<file path="config.mk">
export PLATFORM = sky130hd
export DESIGN_NAME = teleop_velocity_shaper
export DESIGN_NICKNAME = d
export VERILOG_FILES = /design/src/hw/rtl/tvs_pkg.sv /design/src/hw/rtl/tvs_div.sv /design/src/hw/rtl/tvs_sqrt.sv /design/src/hw/rtl/tvs_dp.sv /design/src/hw/rtl/tvs_ctrl.sv /design/src/hw/rtl/teleop_velocity_shaper.sv
export SDC_FILE = /design/constraint.sdc
export NUM_CORES = 2
export LEC_CHECK = 0
export BUFFER_PORTS_ARGS = -buffer_cell sky130_fd_sc_hd__buf_2
export CAP_MARGIN = 25
export CORE_ASPECT_RATIO = 1.25
export CORE_UTILIZATION = 45
export DETAILED_ROUTE_END_ITERATION = 10
export HOLD_SLACK_MARGIN = 0.15
export PLACE_DENSITY_LB_ADDON = 0.1
export SLEW_MARGIN = 20
export SYNTH_ARGS = -nofsm -noshare
export SYNTH_HDL_FRONTEND = slang
export SYNTH_SLANG_ARGS = --single-unit
</file>
<file path="constraint.sdc">
create_clock -name clk -period 16.6 [get_ports clk]
set_input_delay 0 -clock clk [delete_from_list [all_inputs] [get_ports clk]]
set_output_delay 0 -clock clk [all_outputs]
set_load 0.05 [all_outputs]
</file>
<file path="src/hw/rtl/tvs_pkg.sv">
// shared types, codes and constants of the teleop velocity shaper
`default_nettype none

package tvs_pkg;

  // input word modes
  localparam logic [2:0] MODE_TICK   = 3'd0;
  localparam logic [2:0] MODE_MANUAL = 3'd1;
  localparam logic [2:0] MODE_GEAR   = 3'd2;
  localparam logic [2:0] MODE_PROC   = 3'd3;
  localparam logic [2:0] MODE_TWIST  = 3'd4;

  // manual command codes
  localparam logic [2:0] CMD_LIN_UP = 3'd1;
  localparam logic [2:0] CMD_LIN_DN = 3'd2;
  localparam logic [2:0] CMD_ANG_DN = 3'd3;
  localparam logic [2:0] CMD_ANG_UP = 3'd4;
  localparam logic [2:0] CMD_ZERO   = 3'd5;

  // gears
  localparam logic [1:0] GEAR_AUTO   = 2'd0;
  localparam logic [1:0] GEAR_MANUAL = 2'd1;

  // register indexes
  localparam logic [2:0] CFG_WAIT_TICKS   = 3'd0;
  localparam logic [2:0] CFG_RAMP_TICKS   = 3'd1;
  localparam logic [2:0] CFG_RADIUS_MM    = 3'd2;
  localparam logic [2:0] CFG_LINEAR_STEP  = 3'd3;
  localparam logic [2:0] CFG_ANGULAR_STEP = 3'd4;

  localparam int CFG_IDX_W  = 3;
  localparam int CFG_DATA_W = 10;

  // arithmetic sizes
  localparam int VEL_W     = 16;
  localparam int MUL_W     = 25;
  localparam int PROD_W    = 2 * MUL_W;
  localparam int ROOT_W    = 26;
  localparam int RAD_W     = 2 * ROOT_W;
  localparam int DIV_W     = 26;
  localparam int DVS_W     = 14;
  localparam int DIV_STEPS = 2;
  localparam int SQ_STEPS  = 2;
  localparam int SPEED_W   = 13;

  // scale constants: mm to um and half a cm/s in um/s
  localparam int K_LIN     = 1000;
  localparam int K_HALF    = 5000;
  localparam int SPEED_MAX = 8191;

  // rounding to cm/s: drop four bits (divide by 16), then divide by 625 as a
  // multiply by 2^32/625 rounded up, exact for every root the block can produce
  localparam int RND_SHIFT = 4;
  localparam int RND_POS   = 32;
  localparam int RND_RECIP = 6871948;
  localparam int RND_SUM_W = ROOT_W + 1;
  localparam int RND_Y_W   = RND_SUM_W - RND_SHIFT;
  localparam int SPD_HI_W  = PROD_W - RND_POS;

  typedef struct packed {
    logic [2:0]        mode;
    logic [2:0]        command_code;
    logic [1:0]        gear_value;
    logic              process_busy;
    logic signed [15:0] measured_linear;
    logic signed [15:0] measured_angular;
  } tvs_in_t;

  typedef struct packed {
    logic signed [15:0] linear_cmd;
    logic signed [15:0] angular_cmd;
    logic               publish_twist;
    logic [12:0]        speed_cms;
  } tvs_out_t;

  typedef enum logic [2:0] {
    MUL_NONE,
    MUL_RAMP,
    MUL_LIN,
    MUL_ANG,
    MUL_SQ,
    MUL_RND
  } mul_op_t;

  typedef enum logic [3:0] {
    ST_IDLE,
    ST_TICK,
    ST_RAMP,
    ST_RMUL,
    ST_RDIV_GO,
    ST_RDIV,
    ST_RWB,
    ST_SLIN,
    ST_SLSQ,
    ST_SANG,
    ST_SASQ,
    ST_SQRT_GO,
    ST_SQRT,
    ST_RND,
    ST_EMIT
  } state_t;

  typedef struct packed {
    logic     accept;
    logic     tick_upd;
    logic     ramp_zero;
    logic     ramp_wb;
    mul_op_t  mul_op;
    logic     acc_load;
    logic     div_start;
    logic     sqrt_start;
    logic     emit;
  } tvs_cmd_t;

  typedef struct packed {
    logic in_tick;
    logic ramping;
    logic ramp_end;
    logic div_busy;
    logic sqrt_busy;
  } tvs_stat_t;

  // clamp an 18 bit signed sum to the 16 bit velocity range
  function automatic logic signed [15:0] sat16(input logic signed [17:0] v);
    logic signed [15:0] res;
    if (v > 18'sd32767) begin
      res = 16'sh7fff;
    end else if (v < -18'sd32768) begin
      res = 16'sh8000;
    end else begin
      res = v[15:0];
    end
    return res;
  endfunction

  // magnitude of a signed velocity, 32768 included
  function automatic logic [15:0] mag16(input logic signed [15:0] v);
    logic [15:0] u;
    u = v;
    return u[15] ? (~u + 16'd1) : u;
  endfunction

endpackage

`default_nettype wire

</file>
<file path="src/hw/rtl/tvs_div.sv">
// iterative restoring divider, two quotient bits per cycle
`default_nettype none

module tvs_div import tvs_pkg::*; (
  input  wire logic             clk,
  input  wire logic             rst_n,
  input  wire logic             start,
  input  wire logic [DIV_W-1:0] dividend,
  input  wire logic [DVS_W-1:0] divisor,
  output logic                  busy,
  output logic [DIV_W-1:0]      quotient
);

  localparam int ITER  = DIV_W / DIV_STEPS;
  localparam int CNT_W = $clog2(ITER + 1);

  logic             busy_r;
  logic [CNT_W-1:0] cnt_r;
  logic [DIV_W-1:0] dvd_r, dvd_nxt;
  logic [DVS_W-1:0] rem_r, rem_nxt;
  logic [DVS_W-1:0] dvs_r;

  // DIV_STEPS shift-subtract steps per cycle
  always_comb begin
    logic [DVS_W:0] rem_t;
    dvd_nxt = dvd_r;
    rem_nxt = rem_r;
    for (int k = 0; k < DIV_STEPS; k++) begin
      rem_t   = {rem_nxt, dvd_nxt[DIV_W-1]};
      dvd_nxt = {dvd_nxt[DIV_W-2:0], 1'b0};
      if (rem_t >= {1'b0, dvs_r}) begin
        rem_nxt    = DVS_W'(rem_t - {1'b0, dvs_r});
        dvd_nxt[0] = 1'b1;
      end else begin
        rem_nxt = rem_t[DVS_W-1:0];
      end
    end
  end

  // step counter
  always_ff @(posedge clk) begin
    if (!rst_n) begin
      busy_r <= 1'b0;
      cnt_r  <= '0;
    end else if (start) begin
      busy_r <= 1'b1;
      cnt_r  <= CNT_W'(ITER);
    end else if (busy_r) begin
      cnt_r <= cnt_r - CNT_W'(1);
      if (cnt_r == CNT_W'(1)) begin
        busy_r <= 1'b0;
      end
    end
  end

  // operands and partial remainder
  always_ff @(posedge clk) begin
    if (start) begin
      dvd_r <= dividend;
      rem_r <= '0;
      dvs_r <= divisor;
    end else if (busy_r) begin
      dvd_r <= dvd_nxt;
      rem_r <= rem_nxt;
    end
  end

  assign busy     = busy_r;
  assign quotient = dvd_r;

endmodule

`default_nettype wire

</file>
<file path="src/hw/rtl/tvs_sqrt.sv">
// iterative digit-by-digit integer square root, two root bits per cycle
`default_nettype none

module tvs_sqrt import tvs_pkg::*; (
  input  wire logic             clk,
  input  wire logic             rst_n,
  input  wire logic             start,
  input  wire logic [RAD_W-1:0] radicand,
  output logic                  busy,
  output logic [ROOT_W-1:0]     root
);

  localparam int ITER  = ROOT_W / SQ_STEPS;
  localparam int CNT_W = $clog2(ITER + 1);
  localparam int REM_W = ROOT_W + 2;

  logic              busy_r;
  logic [CNT_W-1:0]  cnt_r;
  logic [RAD_W-1:0]  rad_r, rad_nxt;
  logic [REM_W-1:0]  rem_r, rem_nxt;
  logic [ROOT_W-1:0] root_r, root_nxt;

  // bring down two radicand bits and try the next root bit
  always_comb begin
    logic [REM_W+1:0] rem_t;
    logic [REM_W+1:0] trial;
    rad_nxt  = rad_r;
    rem_nxt  = rem_r;
    root_nxt = root_r;
    for (int k = 0; k < SQ_STEPS; k++) begin
      rem_t   = {rem_nxt, rad_nxt[RAD_W-1 -: 2]};
      trial   = {2'b00, root_nxt, 2'b01};
      rad_nxt = {rad_nxt[RAD_W-3:0], 2'b00};
      if (rem_t >= trial) begin
        rem_nxt  = REM_W'(rem_t - trial);
        root_nxt = {root_nxt[ROOT_W-2:0], 1'b1};
      end else begin
        rem_nxt  = rem_t[REM_W-1:0];
        root_nxt = {root_nxt[ROOT_W-2:0], 1'b0};
      end
    end
  end

  // step counter
  always_ff @(posedge clk) begin
    if (!rst_n) begin
      busy_r <= 1'b0;
      cnt_r  <= '0;
    end else if (start) begin
      busy_r <= 1'b1;
      cnt_r  <= CNT_W'(ITER);
    end else if (busy_r) begin
      cnt_r <= cnt_r - CNT_W'(1);
      if (cnt_r == CNT_W'(1)) begin
        busy_r <= 1'b0;
      end
    end
  end

  // working registers
  always_ff @(posedge clk) begin
    if (start) begin
      rad_r  <= radicand;
      rem_r  <= '0;
      root_r <= '0;
    end else if (busy_r) begin
      rad_r  <= rad_nxt;
      rem_r  <= rem_nxt;
      root_r <= root_nxt;
    end
  end

  assign busy = busy_r;
  assign root = root_r;

endmodule

`default_nettype wire

</file>
<file path="src/hw/rtl/tvs_dp.sv">
// datapath: settings, velocity state, shared multiplier, divider, root and result word
`default_nettype none

module tvs_dp import tvs_pkg::*; (
  input  wire logic                  clk,
  input  wire logic                  rst_n,
  input  wire tvs_in_t               in_word,
  input  wire logic                  cfg_valid,
  input  wire logic [CFG_IDX_W-1:0]  cfg_index,
  input  wire logic [CFG_DATA_W-1:0] cfg_wdata,
  input  wire tvs_cmd_t              cmd,
  output tvs_stat_t                  stat,
  output tvs_out_t                   out_word
);

  // settings
  logic [7:0] wait_ticks_r, ramp_ticks_r;
  logic [9:0] radius_r, lin_step_r, ang_step_r;

  // velocity state
  logic signed [15:0] lin_r, lin_nxt;
  logic signed [15:0] ang_r, ang_nxt;
  logic signed [15:0] origin_r, origin_nxt;
  logic signed [15:0] seen_lin_r, seen_lin_nxt;
  logic signed [15:0] seen_ang_r, seen_ang_nxt;
  logic [1:0]         gear_r, gear_nxt;
  logic               waiting_r, waiting_nxt;
  logic               ramping_r, ramping_nxt;
  logic [7:0]         idle_r, idle_nxt;
  logic [7:0]         rcount_r, rcount_nxt;

  // arithmetic
  logic [MUL_W-1:0]     mul_a, mul_b;
  logic [PROD_W-1:0]    mul_p, mul_r, acc_r;
  logic [DIV_W-1:0]     div_dvd, div_quo;
  logic [DVS_W-1:0]     div_dvs;
  logic                 div_busy, sqrt_busy;
  logic [ROOT_W-1:0]    sqrt_root;
  logic [RAD_W-1:0]     sqrt_rad;
  logic [RND_SUM_W-1:0] rnd_sum;
  logic [RND_Y_W-1:0]   rnd_y;
  tvs_out_t             out_r;

  // step sums before clamping
  logic signed [17:0] lin_up, lin_dn, ang_up, ang_dn;
  logic [7:0]         idle_inc;
  logic [15:0]        ramp_q;
  logic signed [15:0] lin_sel, ang_sel;

  assign lin_up   = $signed({{2{lin_r[15]}}, lin_r}) + $signed({8'd0, lin_step_r});
  assign lin_dn   = $signed({{2{lin_r[15]}}, lin_r}) - $signed({8'd0, lin_step_r});
  assign ang_up   = $signed({{2{ang_r[15]}}, ang_r}) + $signed({8'd0, ang_step_r});
  assign ang_dn   = $signed({{2{ang_r[15]}}, ang_r}) - $signed({8'd0, ang_step_r});
  assign idle_inc = (idle_r == 8'hff) ? 8'hff : idle_r + 8'd1;
  assign ramp_q   = div_quo[15:0];

  // speed is taken from the commands in manual gear, else from the measured twist
  assign lin_sel = (gear_r == GEAR_MANUAL) ? lin_r : seen_lin_r;
  assign ang_sel = (gear_r == GEAR_MANUAL) ? ang_r : seen_ang_r;

  // state update for events, tick bookkeeping and ramp write-back
  always_comb begin
    lin_nxt      = lin_r;
    ang_nxt      = ang_r;
    origin_nxt   = origin_r;
    seen_lin_nxt = seen_lin_r;
    seen_ang_nxt = seen_ang_r;
    gear_nxt     = gear_r;
    waiting_nxt  = waiting_r;
    ramping_nxt  = ramping_r;
    idle_nxt     = idle_r;
    rcount_nxt   = rcount_r;
    if (cmd.accept) begin
      unique case (in_word.mode)
        MODE_MANUAL: begin
          if (gear_r != GEAR_AUTO) begin
            unique case (in_word.command_code) inside
              CMD_LIN_UP: lin_nxt = sat16(lin_up);
              CMD_LIN_DN: lin_nxt = sat16(lin_dn);
              CMD_ANG_DN, CMD_ANG_UP: begin
                ang_nxt     = (in_word.command_code == CMD_ANG_UP) ? sat16(ang_up)
                                                                   : sat16(ang_dn);
                waiting_nxt = 1'b1;
                ramping_nxt = 1'b0;
                idle_nxt    = '0;
              end
              CMD_ZERO: begin
                lin_nxt     = '0;
                ang_nxt     = '0;
                waiting_nxt = 1'b0;
                ramping_nxt = 1'b0;
              end
              default: ;
            endcase
          end
        end
        MODE_GEAR: gear_nxt = in_word.gear_value;
        MODE_PROC: begin
          if (in_word.process_busy) begin
            lin_nxt     = '0;
            ang_nxt     = '0;
            waiting_nxt = 1'b0;
            ramping_nxt = 1'b0;
          end
        end
        MODE_TWIST: begin
          seen_lin_nxt = in_word.measured_linear;
          seen_ang_nxt = in_word.measured_angular;
        end
        default: ;
      endcase
    end
    // idle count after an angular step, and the start of the decay
    if (cmd.tick_upd && waiting_r) begin
      idle_nxt = idle_inc;
      if (idle_inc >= wait_ticks_r) begin
        origin_nxt  = ang_r;
        rcount_nxt  = '0;
        ramping_nxt = 1'b1;
        waiting_nxt = 1'b0;
      end
    end
    if (cmd.ramp_zero) begin
      ang_nxt     = '0;
      ramping_nxt = 1'b0;
    end
    // quotient carries the magnitude, sign comes back from the ramp origin
    if (cmd.ramp_wb) begin
      ang_nxt    = origin_r[15] ? $signed(~ramp_q + 16'd1) : $signed(ramp_q);
      rcount_nxt = rcount_r + 8'd1;
    end
  end

  // settings and state registers
  always_ff @(posedge clk) begin
    if (!rst_n) begin
      wait_ticks_r <= 8'd3;
      ramp_ticks_r <= 8'd8;
      radius_r     <= 10'd160;
      lin_step_r   <= 10'd10;
      ang_step_r   <= 10'd100;
      lin_r        <= '0;
      ang_r        <= '0;
      origin_r     <= '0;
      seen_lin_r   <= '0;
      seen_ang_r   <= '0;
      gear_r       <= GEAR_AUTO;
      waiting_r    <= 1'b0;
      ramping_r    <= 1'b0;
      idle_r       <= '0;
      rcount_r     <= '0;
    end else begin
      if (cfg_valid) begin
        unique case (cfg_index)
          CFG_WAIT_TICKS:   wait_ticks_r <= cfg_wdata[7:0];
          CFG_RAMP_TICKS:   ramp_ticks_r <= cfg_wdata[7:0];
          CFG_RADIUS_MM:    radius_r     <= cfg_wdata;
          CFG_LINEAR_STEP:  lin_step_r   <= cfg_wdata;
          CFG_ANGULAR_STEP: ang_step_r   <= cfg_wdata;
          default: ;
        endcase
      end
      lin_r      <= lin_nxt;
      ang_r      <= ang_nxt;
      origin_r   <= origin_nxt;
      seen_lin_r <= seen_lin_nxt;
      seen_ang_r <= seen_ang_nxt;
      gear_r     <= gear_nxt;
      waiting_r  <= waiting_nxt;
      ramping_r  <= ramping_nxt;
      idle_r     <= idle_nxt;
      rcount_r   <= rcount_nxt;
    end
  end

  // root plus half a cm/s, divided by 16 ahead of the reciprocal multiply
  assign rnd_sum = {1'b0, sqrt_root} + RND_SUM_W'(K_HALF);
  assign rnd_y   = rnd_sum[RND_SUM_W-1:RND_SHIFT];

  // shared multiplier operand select
  always_comb begin
    unique case (cmd.mul_op)
      MUL_RAMP: begin
        mul_a = {9'd0, mag16(origin_r)};
        mul_b = {17'd0, ramp_ticks_r - rcount_r};
      end
      MUL_LIN: begin
        mul_a = {9'd0, mag16(lin_sel)};
        mul_b = MUL_W'(K_LIN);
      end
      MUL_ANG: begin
        mul_a = {9'd0, mag16(ang_sel)};
        mul_b = {15'd0, radius_r};
      end
      MUL_SQ: begin
        mul_a = mul_r[MUL_W-1:0];
        mul_b = mul_r[MUL_W-1:0];
      end
      MUL_RND: begin
        mul_a = {2'd0, rnd_y};
        mul_b = MUL_W'(RND_RECIP);
      end
      default: begin
        mul_a = '0;
        mul_b = '0;
      end
    endcase
  end

  assign mul_p = mul_a * mul_b;

  // product register and the register that holds the first square
  always_ff @(posedge clk) begin
    if (cmd.mul_op != MUL_NONE) begin
      mul_r <= mul_p;
    end
    if (cmd.acc_load) begin
      acc_r <= mul_r;
    end
  end

  // divider serves the ramp
  assign div_dvd = mul_r[DIV_W-1:0];
  assign div_dvs = {6'd0, ramp_ticks_r};

  assign sqrt_rad = RAD_W'(acc_r) + RAD_W'(mul_r);

  tvs_div u_div (
    .clk      (clk),
    .rst_n    (rst_n),
    .start    (cmd.div_start),
    .dividend (div_dvd),
    .divisor  (div_dvs),
    .busy     (div_busy),
    .quotient (div_quo)
  );

  tvs_sqrt u_sqrt (
    .clk      (clk),
    .rst_n    (rst_n),
    .start    (cmd.sqrt_start),
    .radicand (sqrt_rad),
    .busy     (sqrt_busy),
    .root     (sqrt_root)
  );

  // result word, speed taken from the top of the reciprocal product
  always_ff @(posedge clk) begin
    if (cmd.emit) begin
      out_r.linear_cmd    <= lin_r;
      out_r.angular_cmd   <= ang_r;
      out_r.publish_twist <= (gear_r == GEAR_MANUAL);
      out_r.speed_cms     <= (mul_r[PROD_W-1:RND_POS] > SPD_HI_W'(SPEED_MAX))
                             ? SPEED_W'(SPEED_MAX) : mul_r[RND_POS +: SPEED_W];
    end
  end

  assign out_word       = out_r;
  assign stat.in_tick   = (in_word.mode == MODE_TICK);
  assign stat.ramping   = ramping_r;
  assign stat.ramp_end  = (rcount_r >= ramp_ticks_r);
  assign stat.div_busy  = div_busy;
  assign stat.sqrt_busy = sqrt_busy;

endmodule

`default_nettype wire

</file>
<file path="src/hw/rtl/tvs_ctrl.sv">
// controller: sequences a tick through ramp, speed and result word
`default_nettype none

module tvs_ctrl import tvs_pkg::*; (
  input  wire logic      clk,
  input  wire logic      rst_n,
  input  wire logic      in_valid,
  output logic           in_stall,
  output logic           out_valid,
  input  wire logic      out_stall,
  input  wire tvs_stat_t stat,
  output tvs_cmd_t       cmd
);

  state_t state_r, state_nxt;
  logic   out_valid_r, out_valid_nxt;
  logic   out_free;

  assign out_free = !out_valid_r || !out_stall;

  // state register
  always_ff @(posedge clk) begin
    if (!rst_n) begin
      state_r     <= ST_IDLE;
      out_valid_r <= 1'b0;
    end else begin
      state_r     <= state_nxt;
      out_valid_r <= out_valid_nxt;
    end
  end

  // next state and commands
  always_comb begin
    state_nxt      = state_r;
    cmd.accept     = 1'b0;
    cmd.tick_upd   = 1'b0;
    cmd.ramp_zero  = 1'b0;
    cmd.ramp_wb    = 1'b0;
    cmd.mul_op     = MUL_NONE;
    cmd.acc_load   = 1'b0;
    cmd.div_start  = 1'b0;
    cmd.sqrt_start = 1'b0;
    cmd.emit       = 1'b0;
    unique case (state_r)
      ST_IDLE: begin
        if (in_valid) begin
          cmd.accept = 1'b1;
          if (stat.in_tick) begin
            state_nxt = ST_TICK;
          end
        end
      end
      ST_TICK: begin
        cmd.tick_upd = 1'b1;
        state_nxt    = ST_RAMP;
      end
      ST_RAMP: begin
        if (!stat.ramping) begin
          state_nxt = ST_SLIN;
        end else if (stat.ramp_end) begin
          cmd.ramp_zero = 1'b1;
          state_nxt     = ST_SLIN;
        end else begin
          state_nxt = ST_RMUL;
        end
      end
      ST_RMUL: begin
        cmd.mul_op = MUL_RAMP;
        state_nxt  = ST_RDIV_GO;
      end
      ST_RDIV_GO: begin
        cmd.div_start = 1'b1;
        state_nxt     = ST_RDIV;
      end
      ST_RDIV: begin
        if (!stat.div_busy) begin
          state_nxt = ST_RWB;
        end
      end
      ST_RWB: begin
        cmd.ramp_wb = 1'b1;
        state_nxt   = ST_SLIN;
      end
      ST_SLIN: begin
        cmd.mul_op = MUL_LIN;
        state_nxt  = ST_SLSQ;
      end
      ST_SLSQ: begin
        cmd.mul_op = MUL_SQ;
        state_nxt  = ST_SANG;
      end
      ST_SANG: begin
        cmd.mul_op   = MUL_ANG;
        cmd.acc_load = 1'b1;
        state_nxt    = ST_SASQ;
      end
      ST_SASQ: begin
        cmd.mul_op = MUL_SQ;
        state_nxt  = ST_SQRT_GO;
      end
      ST_SQRT_GO: begin
        cmd.sqrt_start = 1'b1;
        state_nxt      = ST_SQRT;
      end
      ST_SQRT: begin
        if (!stat.sqrt_busy) begin
          state_nxt = ST_RND;
        end
      end
      ST_RND: begin
        cmd.mul_op = MUL_RND;
        state_nxt  = ST_EMIT;
      end
      ST_EMIT: begin
        if (out_free) begin
          cmd.emit  = 1'b1;
          state_nxt = ST_IDLE;
        end
      end
      default: state_nxt = ST_IDLE;
    endcase
  end

  // result word holding register flag
  always_comb begin
    if (cmd.emit) begin
      out_valid_nxt = 1'b1;
    end else if (out_valid_r && !out_stall) begin
      out_valid_nxt = 1'b0;
    end else begin
      out_valid_nxt = out_valid_r;
    end
  end

  assign in_stall  = (state_r != ST_IDLE);
  assign out_valid = out_valid_r;

endmodule

`default_nettype wire

</file>
<file path="src/hw/rtl/teleop_velocity_shaper.sv">
// events other than ticks are taken from idle and update the state registers, staying idle
// a tick runs the tick update, the ramp multiply and divide while ramping, the speed
// squares, root and rounding multiply, and holds off input until its result word is registered
// a result word waiting to be taken does not block the next input word
// reset: synchronous active-low, clears state and restores the default settings
`default_nettype none

module teleop_velocity_shaper import tvs_pkg::*; (
  input  wire logic                  clk,
  input  wire logic                  rst_n,
  input  wire logic                  in_valid,
  output logic                       in_stall,
  input  wire tvs_in_t               in_word,
  output logic                       out_valid,
  input  wire logic                  out_stall,
  output tvs_out_t                   out_word,
  input  wire logic                  cfg_valid,
  output logic                       cfg_ready,
  input  wire logic [CFG_IDX_W-1:0]  cfg_index,
  input  wire logic [CFG_DATA_W-1:0] cfg_wdata
);

  tvs_cmd_t  cmd;
  tvs_stat_t stat;

  // settings writes always land at once
  assign cfg_ready = 1'b1;

  tvs_ctrl u_ctrl (
    .clk       (clk),
    .rst_n     (rst_n),
    .in_valid  (in_valid),
    .in_stall  (in_stall),
    .out_valid (out_valid),
    .out_stall (out_stall),
    .stat      (stat),
    .cmd       (cmd)
  );

  tvs_dp u_dp (
    .clk       (clk),
    .rst_n     (rst_n),
    .in_word   (in_word),
    .cfg_valid (cfg_valid),
    .cfg_index (cfg_index),
    .cfg_wdata (cfg_wdata),
    .cmd       (cmd),
    .stat      (stat),
    .out_word  (out_word)
  );

endmodule

`default_nettype wire

</file>
Word level (Yosys, flattened, before mapping):

Cells that the tools add are included.

* flip-flop bits (word level): 461
* input port bits: 59
* output and inout port bits: 49
* logic and storage cells: 259

* add/sub/neg operators: 19
* multipliers: 1
* magnitude comparators: 15
* equality and inequality tests: 47
* mux-type cells: 95
* bitwise logic cells: 5
* reductions and logical operators: 42

Operators by type and width (count)
* $mux 16: 21
* $pmux 25 s5: 2
* $mux 52: 2
* $pmux 16 s2: 3
* $gt 18x16->1 const B: 4
* $lt 18x16->1 const B: 4
* $mux 8: 9
* $add 16x1->16 const B: 4
* $not 16->16: 4
* $ge 30x28->1: 2
* $pmux 4 s15: 1
* $mux 28: 2
* $sub 28x28->28: 2
* $mux 26: 2
* $add 50x50->51: 1
* $mul 25x25->50: 1
* $pmux 16 s3: 1
* $mux 4: 9
* $mux 1: 35
* $add 16x11->17: 2
* $sub 16x11->17: 2
* $ge 15x8->1: 2
* $eq 4x4->1 const B: 7
* $mux 14: 2
* 38 further kinds: 100

Depth between registers and ports, before layout:

* depth in word-level cells: 11
* depth in mapped cells: 42
* gate-level depth less buffers: 38

Hierarchy:

From an unflattened synthesis, not the netlist that was laid out.

* cells, all modules: 5987
* area total of the unflattened synthesis: 52097.5 µm²

Modules (own cells, without submodules)
* tvs_dp: instances 1, cells an instance 4582, area each 39160.1 µm², sequential area each 7307.0 µm²
* tvs_sqrt: instances 1, cells an instance 916, area each 8311.7 µm², sequential area each 2742.6 µm²
* tvs_div: instances 1, cells an instance 424, area each 4196.5 µm², sequential area each 1581.5 µm²
* tvs_ctrl: instances 1, cells an instance 63, area each 417.9 µm², sequential area each 100.1 µm²
* teleop_velocity_shaper: instances 1, cells an instance 2, area each 11.3 µm², sequential area each 0.0 µm²

Least setup slack after synthesis:

No wires, ideal clock.

* kind: reg-to-reg
* from: register u_ctrl.state_r[1]
* to: register u_dp.mul_r[41], data pin
* arrival time: 10.091 ns
* data required time: 16.341 ns
* setup slack: 6.250 ns
* cell stages (with the launch flop): 33
* path buffers: 3
* path through: dfxtp_1 > clkbuf_1 > nor2_1 > nand3_1 > inv_1 > buf_1 > a22oi_1 > nand3_1 > clkbuf_1 > nand2_1 > fa_1 > inv_1 > fa_1 > inv_1 > fa_1 > fa_1 > inv_1 > fa_1 > fa_1 > inv_1 > fa_1 > inv_1 > ha_1 > nand4_1 > or3_1 > a211oi_1 > o21ai_1 > a2111oi_0 > o41ai_1 > a21oi_1 > nor2_1 > o21ba_1 > xnor2_1

* cells in the longest elaborated chain, start to end: 6

Ends and longest elaborated chain
* start: declaration: RTL line tvs_ctrl.sv:15 `state_t state_r, state_nxt;`
* start signal: assignment: RTL line tvs_ctrl.sv:27 `state_r <= state_nxt;`
* $eq 4x4->1: RTL line tvs_ctrl.sv:44 `unique case (state_r)`
* $reduce_or 2->1 (no source line)
* $pmux 3 s5 *: RTL line tvs_ctrl.sv:44
* $eq 3x3->1 (tied with other cells): RTL line tvs_dp.sv:182 `unique case (cmd.mul_op)`
* $pmux 25 s5: RTL line tvs_dp.sv:182
* $mul 25x25->50 *: RTL line tvs_dp.sv:210 `assign mul_p = mul_a * mul_b;`
* via u_dp.mul_p[41]: RTL line tvs_dp.sv:34 `logic [PROD_W-1:0] mul_p, mul_r, acc_r;`
* end signal: assignment: RTL line tvs_dp.sv:215 `mul_r <= mul_p;`
* end: declaration: RTL line tvs_dp.sv:34

The timed path passes the listed nets; every way through them passes the cells marked *.
A chain may end at the register's enable or synchronous reset.

Worst setup path after layout:

* from: register u_dp.gear_r[1]
* to: register u_dp.mul_r[41], data pin

* cells in the longest elaborated chain, start to end: 7

Ends and longest elaborated chain
* start: declaration: RTL line tvs_dp.sv:26 `logic [1:0] gear_r, gear_nxt;`
* start signal: assignment: RTL line tvs_dp.sv:168 `gear_r <= gear_nxt;`
* $eq 2x1->1 *: RTL line tvs_dp.sv:58, tvs_dp.sv:59
* $mux 16 (on tied branches): RTL line tvs_dp.sv:59, tvs_dp.sv:58
* $not 16->16: RTL line tvs_pkg.sv:140 `return u[15] ? (~u + 16'd1) : u;`
* $add 16x1->16: RTL line tvs_pkg.sv:140
* $mux 16: RTL line tvs_pkg.sv:140
* $pmux 25 s5 *: RTL line tvs_dp.sv:182
* $mul 25x25->50 *: RTL line tvs_dp.sv:210
* via u_dp.mul_p[41]: RTL line tvs_dp.sv:34

Marks and branches as above.

==> metrics <==
number of max-cap violations 0; maximum number of pins on one net before global-route repair 66; Hold Crit Class primary input to flip-flop; Mapped Nets 6809; Crit-path slowest cell sky130_fd_sc_hd__a2111oi_0; met3 Track Usage GR 3.01%; standard cell core area 110000 um2; Slowest Stage Delay on Critical Path 0.74 ns; sequential area share after synthesis 23.2%; EDFF count, synth 232; clock share of power 25.9%; Combinational Power Share 44.9%; CTS tree yes; Die Y-Extent 374 um; detailed-placement wirelength estimate 123000 um; TritonCTS buffer count 53; die width 299 um; CP Class flip-flop to flip-flop; worst-path maximum fanout 40; total negative slack for setup checks 0 ns; post-place setup slack 4.48 ns; Hold WS 0.208 ns; # fillers 10700; M2 GR Usage 49.7%; count of port buffers added during placement 106; number of distinct standard cells referenced by the synthesized netlist 100; global route overflow 0; Post-CTS Setup Repair Bufs 0; total vias in the final route 41600; Root Buffer Master sky130_fd_sc_hd__clkbuf_16; area growth from synthesis to final layout 10.5%; highest clock rate 0.0852 GHz; number of slew-limit violations in the final report 0; clock insertion delay at the later pin of the skew report 0.64 ns; I/O pin total 108; static leakage 24.5 nW; part of the total power dissipated in sequential elements 29.2%; number of nets with antenna violations after routing 0; Worst Clk Skew 0.0543 ns; register bit total from synthesis 461; PwrDens 87.2 nW/um2; buffer and inverter count on the worst path 8; net count of the finished layout 6924; shortest clock period the worst path allows after layout 11.74 ns; most instantiated flip-flop cell in the synthesis netlist sky130_fd_sc_hd__edfxtp_1; ratio of cells with drive above 1 in the final layout 6.10%; deepest level of the CTS H-tree 2; slack of the critical path 4.86 ns; post-synthesis instance area 49800 um2; CP Launch Type flip-flop; post-detailed-route wirelength per cell 21.6 um; Post-Syn Instances 5846; starting density of the core 45.3%; first-pass iteration count of the detailed router 9; result of the run finished with violations; first-iteration detailed-routing DRC count 3046; critical path arrival 12.10 ns; synth warn 0; crit-path most repeated cell sky130_fd_sc_hd__fa_1; proportion of register bits with asynchronous set or reset after synthesis 0%; Final period util 70.7%; switching part of the total power 39.6%; violations in the final reports design-rule violations; highest ir drop seen on vdd 103 uV; final-report setup violation count 0; Placer Congestion 0.926; Finished Cell Area 55000 um2; global-route wire length before repair 250000 um; Diodes inserted 0; drt total wl 161000 um; GR Util met1 38.0%; largest buffer count on any clock path 3; number of remaining DRC errors 1; antenna violations before repair 1; Least-Margin Pin Slew 1.15 ns; via count of the first global-routing pass 42300; Mean Syn Cell Area 8.51 um2; std cell rows 136; switching power summed over all nets 0.00190 W; RSZ-0062 raised after global routing no; Clock Sinks 461; area of placed instances 51900 um2; GRT Total Usage 28.9%; final hold violations 0; average vias per placed instance 5.59; internal power of the cells 0.00289 W; critical path's top delay family adder cells; Die ar. 112000 um2; clock slew at reported path FFs 0.06 ns; global-route layer with the greatest usage met2; critical path data required time 16.96 ns; Setup crit end kind flip-flop; worst-case headroom to the max-slew limit 22.9%
## metrics by stage
step	total power, W	util [%]	instances
2_1_floorplan	0.00303	-	5846
3_3_place_gp	0.00353	47.3	7232
3_5_place_dp	0.00354	47.3	7234
4_1_cts	0.00481	50.0	7447
5_1_grt	0.00512	50.1	7453
6_report	0.00479	50.1	7453
## timing repair
item                                   CTS  global route
hold buffers                           115             0
resized for setup                        0             0
endpoints found under the hold margin  105             0
## per-layer routing
layer	up-vias	wire (um)
met3	263	8500
met5	-	0
met4	0	5530
li1	19500	-
met1	20700	68900
met2	1157	78300
## worst paths after layout
kind	cells past startpoint	from	to	slack, ns
setup reg to reg	37	u_dp.gear_r[1]$_SDFFE_PN0P_	u_dp.mul_r[41]$_DFFE_PP_	4.86
hold reg to reg	2	u_dp.wait_ticks_r[5]$_SDFFE_PN0P_	u_dp.wait_ticks_r[5]$_SDFFE_PN0P_	0.45
hold / removal	4	cfg_wdata[8]	u_dp.lin_step_r[8]$_SDFFE_PN0P_	0.21
setup / recovery	37	u_dp.gear_r[1]$_SDFFE_PN0P_	u_dp.mul_r[41]$_DFFE_PP_	4.86
## area by class of cell
cell class / instances / area (um2) / share of cell area, %
Multi-Input combinational cell: 4287 / 34200 / 62.2
Sequential cell: 461 / 11600 / 21.0
Inverter: 850 / 3190 / 5.81
Timing Repair Buffer: 308 / 2380 / 4.32
Tap cell: 1449 / 1810 / 3.30
Clock buffer: 67 / 1500 / 2.73
Clock inverter: 31 / 338 / 0.614
## state kept, by name, indices dropped and copies added, names as in the netlist, 8 cells and up
| register | cells |
|---|---|
| u_dp.idle_r | 8 |
| u_dp.lin_r | 16 |
| u_dp.acc_r | 50 |
| u_dp.u_sqrt.rad_r | 52 |
| u_dp.wait_ticks_r | 8 |
| u_dp.ang_step_r | 10 |
| u_dp.ramp_ticks_r | 8 |
| u_dp.seen_ang_r | 16 |
| u_dp.u_div.quotient | 26 |
| u_dp.seen_lin_r | 16 |
| u_dp.lin_step_r | 10 |
| u_dp.u_div.dvs_r | 8 |
| u_dp.radius_r | 10 |
| u_dp.u_sqrt.root | 26 |
| u_dp.origin_r | 16 |
| u_dp.u_sqrt.rem_r | 28 |
| u_dp.ang_r | 16 |
| u_dp.rcount_r | 8 |
| u_dp.out_word | 46 |
| u_dp.mul_r | 50 |
| u_dp.u_div.rem_r | 14 |
## cells by family (layout without fill, tap and decap cells)
family | count (synthesis) | count (layout) | share of synthesized area [%]
compound gates | 1164 | 1164 | 14.7
xor+xnor | 240 | 240 | 4.22
fa+ha+maj | 904 | 904 | 30.8
buf+inv | 1098 | 1256 | 8.36
flops | 461 | 461 | 23.2
mux | 99 | 99 | 2.02
other cells | 1 | 1 | 0.00753
simple gates | 1879 | 1879 | 16.7
## power by group through the flow
stage          Sequential, W  Combinational (W)  Clock (W)
2_1_floorplan        0.00138            0.00165          0
3_3_place_gp         0.00142            0.00211          0
3_5_place_dp         0.00142            0.00211          0
4_1_cts              0.00140            0.00214    0.00127
5_1_grt              0.00141            0.00240    0.00131
6_report             0.00140            0.00215    0.00124
## worst reg2reg max path, delay by kind of cell, from the launching register on
| kind | cells | cell delay (ns) |
|---|---|---|
| buf+inv | 8 | 1.70 |
| flops | 1 | 0.37 |
| xor+xnor | 2 | 0.23 |
| simple gates | 10 | 1.96 |
| fa+ha+maj | 8 | 3.68 |
| compound gates | 9 | 3.53 |
## Yosys cell counts (39+ instances only)
cell                         n  area (um2)
sky130_fd_sc_hd__and2_1     86         538
sky130_fd_sc_hd__a21oi_1   354        1770
sky130_fd_sc_hd__a31oi_1    44         275
sky130_fd_sc_hd__xor2_1     85         744
sky130_fd_sc_hd__inv_1     844        3170
sky130_fd_sc_hd__nand2_1   934        3510
sky130_fd_sc_hd__dfxtp_1   229        4580
sky130_fd_sc_hd__o21ai_0   281        1410
sky130_fd_sc_hd__clkbuf_1  221         830
sky130_fd_sc_hd__mux2i_1    92         921
sky130_fd_sc_hd__edfxtp_1  232        6970
sky130_fd_sc_hd__nand2b_1   49         307
sky130_fd_sc_hd__and3_1     39         244
sky130_fd_sc_hd__xnor2_1   155        1360
sky130_fd_sc_hd__nor3_1     86         430
sky130_fd_sc_hd__ha_1      371        4640
sky130_fd_sc_hd__fa_1      533       10700
sky130_fd_sc_hd__nand3_1    90         450
sky130_fd_sc_hd__a21o_1     94         706
sky130_fd_sc_hd__nor2_1    404        1520
## cell usage in the layout (no fill, tap or decap), drive strengths merged, types with 34 or more instances in the layout
cell type	count
a211oi	34
a21o	94
a21oi	358
a31oi	44
and2	88
and3	39
buf	190
clkbuf	70
dfxtp	229
dlygate4sd3	115
edfxtp	232
fa	533
ha	371
inv	851
mux2i	92
nand2	934
nand2b	49
nand3	90
nor2	404
nor2b	36
nor3	87
o21a	35
o21ai	301
or3	36
xnor2	155
xor2	85
Power figures use the tool's default switching activity.
